**src/rtl/jet_pkg.sv**
```systemverilog
// Shared types and constants for the Julia escape-time unit.
// Holds the controller state type, the command and status structs and the Q4.28 helpers.
// Depends on nothing.
package jet_pkg;

	typedef enum logic [2:0] {
		ST_IDLE,
		ST_OFFS,
		ST_LOAD,
		ST_MUL,
		ST_UPD
	} jet_state_t;

	// Configuration register indexes
	localparam logic [2:0] CFG_C_REAL      = 3'd0;
	localparam logic [2:0] CFG_C_IMAG      = 3'd1;
	localparam logic [2:0] CFG_CENTER_REAL = 3'd2;
	localparam logic [2:0] CFG_CENTER_IMAG = 3'd3;
	localparam logic [2:0] CFG_STEP_REAL   = 3'd4;
	localparam logic [2:0] CFG_STEP_IMAG   = 3'd5;
	localparam logic [2:0] CFG_MAX_ITER    = 3'd6;

	localparam logic [30:0] STEP_REAL_RST = 31'd12582912;
	localparam logic [30:0] STEP_IMAG_RST = 31'd16777216;
	localparam logic [7:0]  MAX_ITER_RST  = 8'd100;

	// 4.0 in Q8.56, the scale of a sum of two Q4.28 squares
	localparam logic [63:0] ESC_MAG = 64'h0400_0000_0000_0000;

	localparam int FRAC_BITS = 28;

	localparam logic signed [63:0] SAT_HI = 64'sd2147483647;
	localparam logic signed [63:0] SAT_LO = -64'sd2147483648;

	typedef struct packed {
		logic capture;
		logic offs;
		logic load;
		logic mul;
		logic upd;
	} jet_cmd_t;

	typedef struct packed {
		logic escape;
		logic limit;
	} jet_status_t;

	function automatic logic signed [31:0] sat32(input logic signed [63:0] v);
		logic signed [31:0] r;
		if (v > SAT_HI) begin
			r = 32'sh7FFF_FFFF;
		end else if (v < SAT_LO) begin
			r = 32'sh8000_0000;
		end else begin
			r = v[31:0];
		end
		return r;
	endfunction

endpackage

```
**src/rtl/jet_ctrl.sv**
```systemverilog
// Sequencer of the Julia escape-time unit.
// Steps each pixel through offset, load and multiply/update rounds.
// Depends on jet_pkg.
module jet_ctrl (
	input  logic                clk,
	input  logic                arst_n,
	input  logic                start,
	input  jet_pkg::jet_status_t status,
	output jet_pkg::jet_cmd_t    cmd,
	output logic                busy
);

	jet_pkg::jet_state_t state_q, state_d;

	always_ff @(posedge clk or negedge arst_n) begin
		if (!arst_n) begin
			state_q <= jet_pkg::ST_IDLE;
		end else begin
			state_q <= state_d;
		end
	end

	always_comb begin
		state_d = state_q;
		unique case (state_q)
			jet_pkg::ST_IDLE: begin
				if (start) state_d = jet_pkg::ST_OFFS;
			end
			jet_pkg::ST_OFFS: state_d = jet_pkg::ST_LOAD;
			jet_pkg::ST_LOAD: state_d = jet_pkg::ST_MUL;
			jet_pkg::ST_MUL:  state_d = jet_pkg::ST_UPD;
			jet_pkg::ST_UPD: begin
				if (status.escape || status.limit) state_d = jet_pkg::ST_IDLE;
				else state_d = jet_pkg::ST_MUL;
			end
			default: state_d = jet_pkg::ST_IDLE;
		endcase
	end

	always_comb begin
		cmd  = '0;
		busy = 1'b1;
		unique case (state_q)
			jet_pkg::ST_IDLE: begin
				busy        = 1'b0;
				cmd.capture = start;
			end
			jet_pkg::ST_OFFS: cmd.offs = 1'b1;
			jet_pkg::ST_LOAD: cmd.load = 1'b1;
			jet_pkg::ST_MUL:  cmd.mul  = 1'b1;
			jet_pkg::ST_UPD:  cmd.upd  = 1'b1;
			default: busy = 1'b0;
		endcase
	end

	a_accept_to_offs: assert property (@(posedge clk) disable iff (!arst_n)
		(start && !busy) |=> (state_q == jet_pkg::ST_OFFS))
		else $error("accepted word did not enter offset phase");

	a_upd_continue: assert property (@(posedge clk) disable iff (!arst_n)
		(cmd.upd && !status.escape && !status.limit) |=> cmd.mul)
		else $error("unfinished pixel left the iteration loop");

endmodule

```
**config.mk**
```make
export PLATFORM = sky130hd
export DESIGN_NAME = jet_ctrl
export DESIGN_NICKNAME = d
export VERILOG_FILES = /design/src/rtl/jet_pkg.sv /design/src/rtl/jet_ctrl.sv
export SDC_FILE = /design/constraint.sdc
export NUM_CORES = 1
export LEC_CHECK = 0
export ABC_AREA = 1
export BUFFER_PORTS_ARGS = -buffer_cell sky130_fd_sc_hd__buf_2
export CORE_AREA = 10 10 47 49
export DETAILED_ROUTE_END_ITERATION = 6
export DIE_AREA = 0 0 57 59
export PLACE_DENSITY = 0.37
export SLEW_MARGIN = 20
export SYNTH_ARGS = -nofsm -noshare
export SYNTH_HDL_FRONTEND = slang
export SYNTH_SLANG_ARGS = --single-unit
export TNS_END_PERCENT = 50
```
**constraint.sdc**
```tcl
create_clock -name clk -period 1.1 [get_ports clk]
set_clock_uncertainty 0.15 [all_clocks]
set_input_delay 0.055 -clock clk [delete_from_list [all_inputs] [get_ports clk]]
set_output_delay 0.055 -clock clk [all_outputs]
set_load 0.03 [all_outputs]
```
-- Word level (Yosys, flattened, before mapping)
Index checks and enable logic that the tools add are counted.
Widths: inputs -> output; s select.
- equality and inequality tests: 5
- multiplexer cells: 9
- reductions and logical operators: 3
- operators with widths (cell ; number):
    $pmux 3 s5 ; 1
    $eq 3x2->1 const B ; 2
    $mux 1 ; 6
    $reduce_or 4->1 ; 1
    $eq 3x1->1 const B ; 1
    $eq 3x3->1 const B ; 1
    $logic_not 3->1 ; 1
    $mux 3 ; 1
    $mux 2 ; 1
    $ne 2x2->1 const B ; 1
    $logic_or 1x1->1 ; 1
- register bits after elaboration: 3
- input bits: 5
- output and inout port bits: 6
- logic and storage cells: 18

-- Longest topological paths before layout
- depth in word-level cells: 3
- depth in mapped cells: 5
- depth with buffers taken out: 5

-- Worst setup path after synthesis
Ideal clock, no wire load.
- path kind: flip-flop to output port
- start point: register state_q[1]
- end point: output busy
- data arrival time: 1.104 ns
- required time: 0.895 ns
- setup slack: -0.209 ns
- stages on the path, launching flop included: 6
- buffers on the path: 0
- path through: dfrtp_1 > nor2_2 > nand2_1 > inv_1 > nor2_1 > nand2_1
- longest elaborated chain between the ends: 3
- elaborated cells on any way between the ends: 6
- classes of those cells: 4 x eq/ne; 1 x mux; 1 x reduce/logical
- RTL lines (what ; line ; RTL):
    start, declared ; jet_ctrl.sv:13 ; jet_pkg::jet_state_t state_q, state_d;
    start signal, assigned ; jet_ctrl.sv:17 ; state_q <= jet_pkg::ST_IDLE;
    start signal, assigned ; jet_ctrl.sv:19 ; state_q <= state_d;
    $eq 3x3->1 (tied with other cells) ; jet_ctrl.sv:43 ; unique case (state_q)
    $reduce_or 4->1 (no line) * ; - ;
    $mux 1 * ; jet_ctrl.sv:43 ;
    end, declared ; jet_ctrl.sv:10 ; output logic busy
Mark *: on every way between the ends. The rest lies on a longest branch, timed or not.

-- Worst setup path in the final report
Same ends and word-level chain as after synthesis.

==> impl_metrics.yaml <==
layout:
  areaGrowthSynthToFinish_pct: 159
  largest_register_ffs: 3
  fin_area_um2: 464
  fillers: 173
  num-nets-final: 62
  seq_area_um2: 77.6
  layout_common_cells: "10 x buf_4, 5 x dlygate4sd3_1, 5 x buf_6"
  layout-drive-gt1-share_pct: 67.9
  largest_register: "state_q"
  reg_top3: "state_q: 3 flops"
  finalNonFillerCells: 72
  antennaDiodeCount: 0
  final_core_util_pct: 33.1
  multiInputGateArea_um2: 116
  layout_commonest_cell: "buf_4"
floorplan:
  rows: 14
  die_w_um: 57
  die-area_um2: 3360
  start_util_pct: 12.8
  dieHeight_um: 59
  coreArea_um2: 1400
  ios: 11
drt:
  drc: 0
  drtAntennaViolNets: 0
  post_drt_wl_per_cell_um: 7.96
  vias: 258
  drtPass1Iterations: 1
  drt_iter0_drc: 0
  routed_wl_um: 573
  viasPerCell: 3.58
logic_synthesis:
  synth_cells: 28
  synth.top_cell.area_share_pct: 42.0
  synth.avg_cell_area_um2: 6.39
  syn_area_um2: 179
  synth_top_area_cell: "dfrtp_1"
  ys_warn_count: 0
  synth_seq_cells: 3
  ys_seq_area_share_pct: 42.0
  yosys.cell_types.count: 9
  synthesis.nets: 33
  synth_area_leaders: "dfrtp_1 42%, nand2_1 15%, nor2_1 13%"
job:
  cap_violations: 0
power:
  worst_ir_drop_vdd_mv: 1.06
  leakage_nw: 0.242
  power_density_nw_per_um2: 3460
  power_mw: 1.61
placement:
  place_area_um2: 312
  placed_cells: 61
  gp_congestion: 0.646
  io_buffers: 10
  hpwl_um: 445
timing:
  setup_viol_count_final: 8
  slew_viol_final: 0
  maxSlewHeadroom_pct: 90.2
  max_freq_mhz: 728
  worst_slew_pin_slew_ns: 0.147
  fin_crit_ns: 1.37
  final.period_utilization_pct: 125
  final_hold_viol_count: 0
  worst_slack_ns: -0.273
  rsz0062_at_grt: "true"
  hold_slack_ns: 0.276
run_status:
  violations: "setup timing"
  status: "finished with violations"
critical_path:
  path_buf_inv: 2
  rrSetupSlack_ns: -0.19
  slowest_stage: "dfrtp_2"
  crit_path_max_incr_delay_ns: 0.44
  path_delay_family: "flip-flops"
  cp-start-kind: "flip-flop"
  crit_arrival_ns: 1.17
  path_cells: "nor2_4, nand2_1, inv_2, nor2_2, nand2_2, buf_6"
  critPathKind: "flip-flop to output port"
  path_max_fanout: 5
  cp.required_ns: 0.89
  end_kind: "output port"
global_route:
  antenna_found_initial: 0
  grt_max_degree: 6
  grt_remaining_overflow: 0
  grtUsageTotal_pct: 3.85
  grt_pass1_wl_um: 993
  grt_pass1_vias: 252
clock_network:
  cts-buffers-inserted: 3
  clkTransAtPathRegs_ns: 0.04
  clock_path_buffers: 2
  cts.sinks: 3
  cts.htree.levels: 1
  cts_tree: "done"
  clk_latency_ns: 0.23
  cts_root_buffer: "clkbuf_4"
worst_hold_path:
  hp-class: "primary input to output port"
per-layer routing:
metal	part of all wire [%]	GRT usage (%)
met5	0	0
met4	0	5.03
met3	12	2.36
met2	49	4.50
met1	40	4.05
cell usage after synthesis (all sizes together):
cell type  count
nand3          2
nand2          7
o21ai          1
a21oi          1
dfrtp          3
nor2           8
inv            6
cell type report:
type                            instances  area share, %
Multi-Input combinational cell         19           25.1
Clock buffer                            4           5.66
Inverter                                6           4.85
Sequential cell                         3           16.7
Tap cell                               16           4.31
Timing Repair Buffer                   24           43.4
final timing paths:
check | from | to | cells past startpoint
worst max-delay path | state_q[1] | busy | 6
worst max register to register | state_q[1] | state_q[0] | 6
max in group asynchronous | arst_n | state_q[1] | 3
min in group asynchronous | arst_n | state_q[0] | 3
worst min register to register | state_q[2] | state_q[2] | 2
worst min-delay path | start | cmd[4] | 4
tightest hold or removal path: stages:
cell	delay, ns
buf_2	0.10
inv_1	0.06
nor2_2	0.03
buf_6	0.12
timing repair:
| item | 4_1_cts | 5_1_grt |
|---|---|---|
| resized for setup | 11 | 13 |
| endpoints found under the setup margin | 8 | 8 |
| hold buffers | 5 | 0 |
| hold endpoints to repair | 5 | 0 |
| pin swaps | 3 | 6 |
| buffers inserted | 1 | 1 |
where the power goes:
part / switching (mW) / internal (mW) / leakage [nW] / total (mW)
clock network: 0.0548 / 0.136 / 0.0150 / 0.191
logic: 0.576 / 0.574 / 0.191 / 1.15
registers: 0.0929 / 0.172 / 0.0354 / 0.265
total: 0.723 / 0.882 / 0.242 / 1.61
logic make-up (layout without fill, tap and decap cells):
kind of cell / Yosys count / in the layout / share of synthesized area [%]
compound gates: 2 / 2 / 5.59
buf+inv: 6 / 34 / 12.6
flops: 3 / 3 / 42.0
simple gates: 17 / 17 / 39.9
per-stage QoR:
| stage | setup slack (ns) | setup TNS (ns) |
|---|---|---|
| 2_1_floorplan | -0.0830 | -0.152 |
| 3_5_place_dp | -0.0830 | -0.225 |
| 4_1_cts | -0.276 | -1.57 |
| 6_report | -0.273 | -1.53 |
| 5_1_grt | -0.350 | -2.02 |
| 3_3_place_gp | -0.0900 | -0.257 |
No activity file was read; power rests on OpenSTA's default activity.
